--- src/rtl/avlp_pkg.sv ---
// Shared types, constants and reset values for the averaged level to position decoder.
`timescale 1ns / 1ps

package avlp_pkg;

    localparam int NUM_THRESHOLDS      = 6;
    localparam int SAMPLES_PER_AVERAGE = 10;
    localparam int SAMPLE_BITS         = 12;

    // Fixed by the register map and the port fields
    localparam int THR_REGS = 6;
    localparam int LEVEL_W  = 12;
    localparam int POS_W    = 3;
    localparam int MARGIN_W = 8;
    localparam int IDX_W    = 3;
    localparam int DATA_W   = 12;

    // Accumulator and group counter
    localparam int SUM_W = SAMPLE_BITS + $clog2(SAMPLES_PER_AVERAGE);
    localparam int CNT_W = $clog2(SAMPLES_PER_AVERAGE + 1);

    // Floor divide by the group size: multiply by a rounded-up reciprocal and shift
    localparam int AVG_SHIFT = SUM_W + $clog2(SAMPLES_PER_AVERAGE);
    localparam int RECIP_W   = AVG_SHIFT + 1;
    localparam int PROD_W    = SUM_W + RECIP_W;
    localparam logic [RECIP_W-1:0] AVG_RECIP =
        RECIP_W'((2 ** AVG_SHIFT + SAMPLES_PER_AVERAGE - 1) / SAMPLES_PER_AVERAGE);

    // Register indexes beyond the thresholds
    localparam logic [IDX_W-1:0] REG_POS_COUNT = 3'd6;
    localparam logic [IDX_W-1:0] REG_HYST      = 3'd7;

    localparam logic [THR_REGS-1:0][LEVEL_W-1:0] THR_RESET = {
        12'd3510, 12'd2925, 12'd2340, 12'd1755, 12'd1170, 12'd585
    };
    localparam logic [POS_W-1:0]    POS_COUNT_RESET = 3'd6;
    localparam logic [MARGIN_W-1:0] HYST_RESET      = 8'd5;

    typedef struct packed {
        logic [THR_REGS-1:0][LEVEL_W-1:0] thr;
        logic [POS_W-1:0]                 pos_count;
        logic [MARGIN_W-1:0]              margin;
    } cfg_t;

endpackage

--- src/rtl/avlp_cfg_regs.sv ---
// Configuration register file: thresholds, position count and hysteresis margin.
`timescale 1ns / 1ps

module avlp_cfg_regs (
    input  logic                       aclk,
    input  logic                       aresetn,
    input  logic                       cfg_valid,
    output logic                       cfg_ready,
    input  logic [avlp_pkg::IDX_W-1:0]  cfg_index,
    input  logic [avlp_pkg::DATA_W-1:0] cfg_data,
    output avlp_pkg::cfg_t             cfg
);
    import avlp_pkg::*;

    cfg_t cfg_reg;
    cfg_t cfg_next;

    assign cfg_ready = 1'b1;
    assign cfg       = cfg_reg;

    always_comb begin
        cfg_next = cfg_reg;
        if (cfg_valid) begin
            priority if (32'(cfg_index) < THR_REGS) begin
                cfg_next.thr[cfg_index[$clog2(THR_REGS)-1:0]] = cfg_data[LEVEL_W-1:0];
            end else if (cfg_index == REG_POS_COUNT) begin
                cfg_next.pos_count = cfg_data[POS_W-1:0];
            end else if (cfg_index == REG_HYST) begin
                cfg_next.margin = cfg_data[MARGIN_W-1:0];
            end else begin
                cfg_next = cfg_reg;
            end
        end
    end

    always_ff @(posedge aclk) begin
        if (!aresetn) begin
            cfg_reg.thr       <= THR_RESET;
            cfg_reg.pos_count <= POS_COUNT_RESET;
            cfg_reg.margin    <= HYST_RESET;
        end else begin
            cfg_reg <= cfg_next;
        end
    end

endmodule

--- src/rtl/avlp_decoder.sv ---
// Level to position decoder with hysteresis around the current position.
`timescale 1ns / 1ps

module avlp_decoder (
    input  avlp_pkg::cfg_t              cfg,
    input  logic [avlp_pkg::POS_W-1:0]   cur_pos,
    input  logic [avlp_pkg::LEVEL_W-1:0] level,
    output logic [avlp_pkg::POS_W-1:0]   pos
);
    import avlp_pkg::*;

    logic [POS_W-1:0]   limit;
    logic [LEVEL_W:0]   eff [NUM_THRESHOLDS];
    logic [LEVEL_W:0]   thr_ext;
    logic [LEVEL_W:0]   margin_ext;

    assign margin_ext = (LEVEL_W+1)'(cfg.margin);
    assign limit = (cfg.pos_count > POS_W'(NUM_THRESHOLDS)) ? POS_W'(NUM_THRESHOLDS)
                                                             : cfg.pos_count;

    always_comb begin
        for (int i = 0; i < NUM_THRESHOLDS; i++) begin
            thr_ext = {1'b0, cfg.thr[i]};
            if (cur_pos != '0 && cur_pos - 1'b1 == POS_W'(i)) begin
                // threshold below the current position: lowered, floored at zero
                eff[i] = (thr_ext > margin_ext) ? thr_ext - margin_ext : '0;
            end else if (cur_pos == POS_W'(i)) begin
                eff[i] = thr_ext + margin_ext;
            end else begin
                eff[i] = thr_ext;
            end
        end
    end

    // first threshold not exceeded wins
    always_comb begin
        pos = limit;
        for (int i = NUM_THRESHOLDS - 1; i >= 0; i--) begin
            if (POS_W'(i) < limit && {1'b0, level} <= eff[i]) begin
                pos = POS_W'(i);
            end
        end
    end

endmodule

--- src/rtl/averaged_level_to_position_top.sv ---
// Top level: sample averaging, position state and the result register.
//
//  channel | direction | handshake            | payload
//  s_      | in        | s_valid / s_ready    | s_sample
//  m_      | out       | m_valid / m_ready    | m_position, m_position_changed,
//          |           |                      | m_average_done, m_mean_level
//  cfg_    | in        | cfg_valid / cfg_ready| cfg_index, cfg_data
//
// One sample per cycle while s_ready is high; a result appears in the cycle after its sample beat.
// The accumulate, reciprocal multiply and threshold compares sit in combinational logic
// ahead of the result register.
// s_ready drops only while a result is held and m_ready is low.
// Reset (aresetn, synchronous) restores the register defaults; no clearing pass.
`timescale 1ns / 1ps

module averaged_level_to_position_top (
    input  logic                        aclk,
    input  logic                        aresetn,
    input  logic                        s_valid,
    output logic                        s_ready,
    input  logic [11:0]                 s_sample,
    output logic                        m_valid,
    input  logic                        m_ready,
    output logic [2:0]                  m_position,
    output logic                        m_position_changed,
    output logic                        m_average_done,
    output logic [11:0]                 m_mean_level,
    input  logic                        cfg_valid,
    output logic                        cfg_ready,
    input  logic [avlp_pkg::IDX_W-1:0]  cfg_index,
    input  logic [avlp_pkg::DATA_W-1:0] cfg_data
);
    import avlp_pkg::*;

    cfg_t cfg;

    logic               primed_reg,  primed_next;
    logic [SUM_W-1:0]   sum_reg,     sum_next;
    logic [CNT_W-1:0]   cnt_reg,     cnt_next;
    logic [POS_W-1:0]   cur_pos_reg, cur_pos_next;
    logic [LEVEL_W-1:0] mean_reg,    mean_next;

    logic               m_valid_reg, m_valid_next;
    logic [POS_W-1:0]   out_pos_reg;
    logic               out_changed_reg;
    logic               out_done_reg;
    logic [LEVEL_W-1:0] out_mean_reg;

    logic               accept;
    logic [LEVEL_W-1:0] samp;
    logic [SUM_W-1:0]   sum_add;
    logic [CNT_W-1:0]   cnt_inc;
    logic [PROD_W-1:0]  prod;
    logic [LEVEL_W-1:0] group_mean;
    logic               group_done;
    logic [LEVEL_W-1:0] dec_level;
    logic [POS_W-1:0]   dec_pos;
    logic               changed;

    avlp_cfg_regs u_cfg (
        .aclk      (aclk),
        .aresetn   (aresetn),
        .cfg_valid (cfg_valid),
        .cfg_ready (cfg_ready),
        .cfg_index (cfg_index),
        .cfg_data  (cfg_data),
        .cfg       (cfg)
    );

    assign s_ready = !m_valid_reg || m_ready;
    assign accept  = s_valid && s_ready;

    assign samp       = LEVEL_W'(s_sample[SAMPLE_BITS-1:0]);
    assign sum_add    = sum_reg + SUM_W'(samp);
    assign cnt_inc    = cnt_reg + 1'b1;
    assign group_done = primed_reg && (cnt_inc >= CNT_W'(SAMPLES_PER_AVERAGE));
    assign prod       = PROD_W'(sum_add) * PROD_W'(AVG_RECIP);
    assign group_mean = prod[AVG_SHIFT +: LEVEL_W];

    // first sample decodes directly, later ones decode the group mean
    assign dec_level = primed_reg ? group_mean : samp;

    avlp_decoder u_dec (
        .cfg     (cfg),
        .cur_pos (cur_pos_reg),
        .level   (dec_level),
        .pos     (dec_pos)
    );

    assign changed = group_done && (dec_pos != cur_pos_reg);

    always_comb begin
        primed_next  = primed_reg;
        sum_next     = sum_reg;
        cnt_next     = cnt_reg;
        cur_pos_next = cur_pos_reg;
        mean_next    = mean_reg;
        if (accept) begin
            primed_next = 1'b1;
            if (!primed_reg) begin
                cur_pos_next = dec_pos;
            end else if (group_done) begin
                sum_next     = '0;
                cnt_next     = '0;
                mean_next    = group_mean;
                cur_pos_next = dec_pos;
            end else begin
                sum_next = sum_add;
                cnt_next = cnt_inc;
            end
        end
    end

    always_comb begin
        m_valid_next = m_valid_reg;
        if (accept) begin
            m_valid_next = 1'b1;
        end else if (m_ready) begin
            m_valid_next = 1'b0;
        end
    end

    always_ff @(posedge aclk) begin
        if (!aresetn) begin
            primed_reg  <= 1'b0;
            sum_reg     <= '0;
            cnt_reg     <= '0;
            cur_pos_reg <= '0;
            mean_reg    <= '0;
            m_valid_reg <= 1'b0;
        end else begin
            primed_reg  <= primed_next;
            sum_reg     <= sum_next;
            cnt_reg     <= cnt_next;
            cur_pos_reg <= cur_pos_next;
            mean_reg    <= mean_next;
            m_valid_reg <= m_valid_next;
        end
    end

    always_ff @(posedge aclk) begin
        if (accept) begin
            out_pos_reg     <= cur_pos_next;
            out_changed_reg <= changed;
            out_done_reg    <= group_done;
            out_mean_reg    <= mean_next;
        end
    end

    assign m_valid            = m_valid_reg;
    assign m_position         = out_pos_reg;
    assign m_position_changed = out_changed_reg;
    assign m_average_done     = out_done_reg;
    assign m_mean_level       = out_mean_reg;

`ifndef SYNTHESIS
    a_change_needs_group: assert property (@(posedge aclk) disable iff (!aresetn)
        m_valid_reg |-> (!out_changed_reg || out_done_reg))
        else $error("position change reported without a finished group");

    a_beat_gives_result: assert property (@(posedge aclk) disable iff (!aresetn)
        accept |=> m_valid_reg)
        else $error("accepted sample produced no result");

    a_count_in_range: assert property (@(posedge aclk) disable iff (!aresetn)
        cnt_reg < CNT_W'(SAMPLES_PER_AVERAGE))
        else $error("group counter out of range");

    a_pos_in_range: assert property (@(posedge aclk) disable iff (!aresetn)
        cur_pos_reg <= POS_W'(NUM_THRESHOLDS))
        else $error("position beyond threshold count");
`endif

endmodule
--- config.mk ---
export PLATFORM = sky130hd
export DESIGN_NAME = averaged_level_to_position_top
export DESIGN_NICKNAME = d
export VERILOG_FILES = /design/src/rtl/avlp_pkg.sv /design/src/rtl/avlp_cfg_regs.sv /design/src/rtl/avlp_decoder.sv /design/src/rtl/averaged_level_to_position_top.sv
export SDC_FILE = /design/constraint.sdc
export NUM_CORES = 1
export LEC_CHECK = 0
export BUFFER_PORTS_ARGS = -buffer_cell sky130_fd_sc_hd__buf_2
export CORE_ASPECT_RATIO = 1.4
export CORE_UTILIZATION = 55
export CTS_BUF_LIST = sky130_fd_sc_hd__clkbuf_2 sky130_fd_sc_hd__clkbuf_4 sky130_fd_sc_hd__clkbuf_8
export DETAILED_ROUTE_END_ITERATION = 8
export PLACE_DENSITY_LB_ADDON = 0.1
export SYNTH_ARGS = -nofsm -noshare
export SYNTH_HDL_FRONTEND = slang
export SYNTH_SLANG_ARGS = --single-unit
--- constraint.sdc ---
create_clock -name aclk -period 9.6 [get_ports aclk]
set_input_delay 0.48 -clock aclk [delete_from_list [all_inputs] [get_ports aclk]]
set_output_delay 0.48 -clock aclk [all_outputs]
set_load 0.01 [all_outputs]
==> flow_summary.toml <==
[run_status]
outcome = "finished, violations left"
violations = "setup timing"

[critical_path]
worstReg2RegStart = "sum_reg[1]$_SDFFE_PN0P_"
timing.rr.end = "cur_pos_reg[1]$_SDFF_PN0_"
worstSetupStartpoint = "sum_reg[1]$_SDFFE_PN0P_"
worst-r2r-setup-slack_ns = -0.07
start_kind = "register"
cp_slowest_cell = "fa_1"
reg2reg_depth = 47
worstSetupEndpoint = "cur_pos_reg[1]$_SDFF_PN0_"
crit_fanout = 5
crit_path_end_kind = "register"
crit_top_cell = "a21oi_2"
critPathMaxStageDelay_ns = 0.61
cp.required_ns = 9.99
critPathArrivalTime_ns = 10.06
crit_type = "register to register"

[yosys]
syn-cell-area_um2 = 17800
yosys-mux-area-fraction_pct = 1.85
yosys.area_share.simple_pct = 17.6
yosys-top-cells-area = "ha_1 22%, dfxtp_1 13%, fa_1 10%"
ys_seq_elements = 137
synth_adder_area_share_pct = 31.7
yosys.area.top_type = "ha_1"
synth_compound_area_share_pct = 20.1
synth_nets = 2655
synth_top_family_by_area = "adder cells"
async_flop_share_pct = 0
yosys.area_share.xor_xnor_pct = 5.30
synthDistinctLibCells = 90
syn_avg_cell_area_um2 = 8.01
synth_top_area_share_pct = 21.5
synthCells = 2226
synth_ff_type = "dfxtp_1"
ys_warn_count = 0
synth_seq_area_share_pct = 16.3
synth_edf_count = 17

[pwr]
p_leak_nw = 9.71
ir_drop_v = 0.000471
pwr_density_cell_nw_per_um2 = 384

[detailed_routing]
wl_per_cell_um = 22.6
drt_first_iter_violations = 1089
antenna_left = 0
drt_first_pass_iters = 7
wl_um = 62800
drc_errors = 0
vias = 17100
vias_per_cell = 6.14

[clock_tree]
clkLatencyLatePin_ns = 0.50
ctsLongestPathBuffers = 2
htreeDepth = 4
cts_tree = "yes"
path_clk_slew_ns = 0.10
cts_made_buffers = 17
root_buffer = "clkbuf_8"
cts_num_sinks = 137
cts_hold_buf = 0

[floorplanning]
dieArea_um2 = 33200
start_util_pct = 56.1
core-area_um2 = 31800
fp-row-count = 77
die_y_um = 215
die_w_um = 154
top_level_ports = 52

[placement]
portBuffers = 50
dp_hpwl_um = 49500
gp_congestion = 1.06

[global_route]
antenna_found_initial = 0
grt_pass1_vias = 16800
grt_max_degree = 65
grt_overflow_total = 0
grt_use_total_pct = 38.2
grt_pass1_wl_um = 95000

[flow_run]
max_cap_viol_count = 0

[sta]
setup_slack_ns = -0.0713
setup_viol = 5
slew_headroom_pct = 17.7
fin_skew_ns = 0.0147
worst_slew_pin_slew_ns = 1.22
timing.fmax_ghz = 0.103
fin_crit_sh_pct = 101
final.setup.tns_ns = -0.311
hold_violations = 0
drv_slew = 0
grt_setup_unrepaired = "yes"
period_minus_slack_ns = 9.67

[min_path]
worstHoldPathType = "input port to register"

[layout]
antenna_cells = 0
drive_above_1_share_pct = 18.7
final_core_util_pct = 66.4
largest_reg_flops = 83
nNetsFinal = 2807
syn_to_final_growth_pct = 18.4
-- cells by family (layout without fill, tap and decap cells) --
logic type                 Yosys count  count (layout)
and+or+nand+nor                    675             675
AOI/OAI and AO/OA                  550             550
other                                1               1
xor gates and xnor gates           108             108
DFF                                137             137
muxes                               30              30
adders and majority gates          398             398
buffers and inverters              327             492
-- metrics by stage --
step | instances | hold WS (ns) | total power, W | area (um^2) | setup slack, ns
finish | 2786 | 0.227 | 0.00810 | 21100 | -0.0713
floorplan | 2226 | 0.436 | 0.00388 | 18000 | 0.00727
CTS | 2771 | 0.197 | 0.00760 | 20600 | -0.0457
global route | 2786 | 0.220 | 0.00876 | 21100 | -0.506
global placement | 2723 | 0.450 | 0.00633 | 19500 | -0.620
detailed placement | 2723 | 0.463 | 0.00643 | 19500 | -0.696
-- synthesized netlist by cell type (6+ instances only) --
library cell  number
edfxtp_1          17
and3_1             9
nand2_1          261
o32ai_1            6
nand3_1           74
dfxtp_1          120
nand2b_1          27
nor3_1            26
and2_1            24
o211ai_1          15
o21ai_1            9
nor4_1            15
o21a_1            24
mux2_2            23
mux2i_1            7
nor2b_1           23
clkbuf_1          90
xnor2_1           74
o41ai_1            7
or3_1             21
o31ai_1           11
a31oi_1           23
nand4_1           22
a21o_1            30
a211oi_1          17
nor2_1           143
a22oi_1           26
o31a_1             7
a311oi_1           7
xor2_1            34
fa_1              90
a21oi_1          183
ha_1             307
o21bai_1          33
o21ai_0           86
inv_1            220
-- how the worst min path moves through the flow --
stage          cells after the start                       to               startpoint
2_1_floorplan                      2  sum_reg[0]$_SDFFE_PN0P_  sum_reg[0]$_SDFFE_PN0P_
3_3_place_gp                       2  sum_reg[0]$_SDFFE_PN0P_  sum_reg[0]$_SDFFE_PN0P_
3_5_place_dp                       2  sum_reg[0]$_SDFFE_PN0P_  sum_reg[0]$_SDFFE_PN0P_
4_1_cts                            3     m_valid$_SDFFE_PN0P_                  s_valid
5_1_grt                            3     m_valid$_SDFFE_PN0P_                  s_valid
6_report                           3     m_valid$_SDFFE_PN0P_                  s_valid
-- metal layers --
metal	up-vias	wire [um]	GRT usage (%)
met5	-	0	0
met3	218	3230	4.23
met1	8204	23100	42.2
li1	8077	-	-
met4	0	5340	29.1
met2	611	31200	67.0
-- where the power goes --
part / total (W) / internal, W / switching, W
registers: 0.000635 / 0.000600 / 0.0000348
logic: 0.00691 / 0.00336 / 0.00356
clock network: 0.000558 / 0.000296 / 0.000262
-- worst max-delay path, delay by kind of cell (launching register included) --
kind | cells | cell delay, ns
buffers and inverters | 8 | 0.86
xor gates and xnor gates | 2 | 0.45
adders and majority gates | 8 | 3.10
muxes | 1 | 0.29
DFF | 1 | 0.34
AOI/OAI and AO/OA | 22 | 3.75
and+or+nand+nor | 6 | 0.75
-- cell usage in the layout, fill, tap and decap left out, types with 32 or more instances in the layout --
cell type / n
o21ai_0: 75
a21oi_1: 169
xnor2_1: 68
ha_4: 32
nand3_1: 70
fa_1: 86
ha_1: 274
dfxtp_1: 117
buf_4: 170
buf_2: 50
nor2_1: 139
nand2_1: 258
inv_1: 209
-- area by class of cell --
cell class / instances / area [um^2]
Fill cell: 2826 / 10700
Inverter: 225 / 847
Clock buffer: 19 / 255
Timing Repair Buffer: 235 / 1740
Sequential cell: 137 / 2920
Multi-Input combinational cell: 1762 / 14700
Clock inverter: 13 / 194
Tap cell: 395 / 494
-- timing repair --
item,CTS,global route
buffers inserted,16,15
pin swaps,86,50
endpoints found under the setup margin,7,7
resized for setup,87,80
Note: power is estimated with default switching activity, not from simulation.
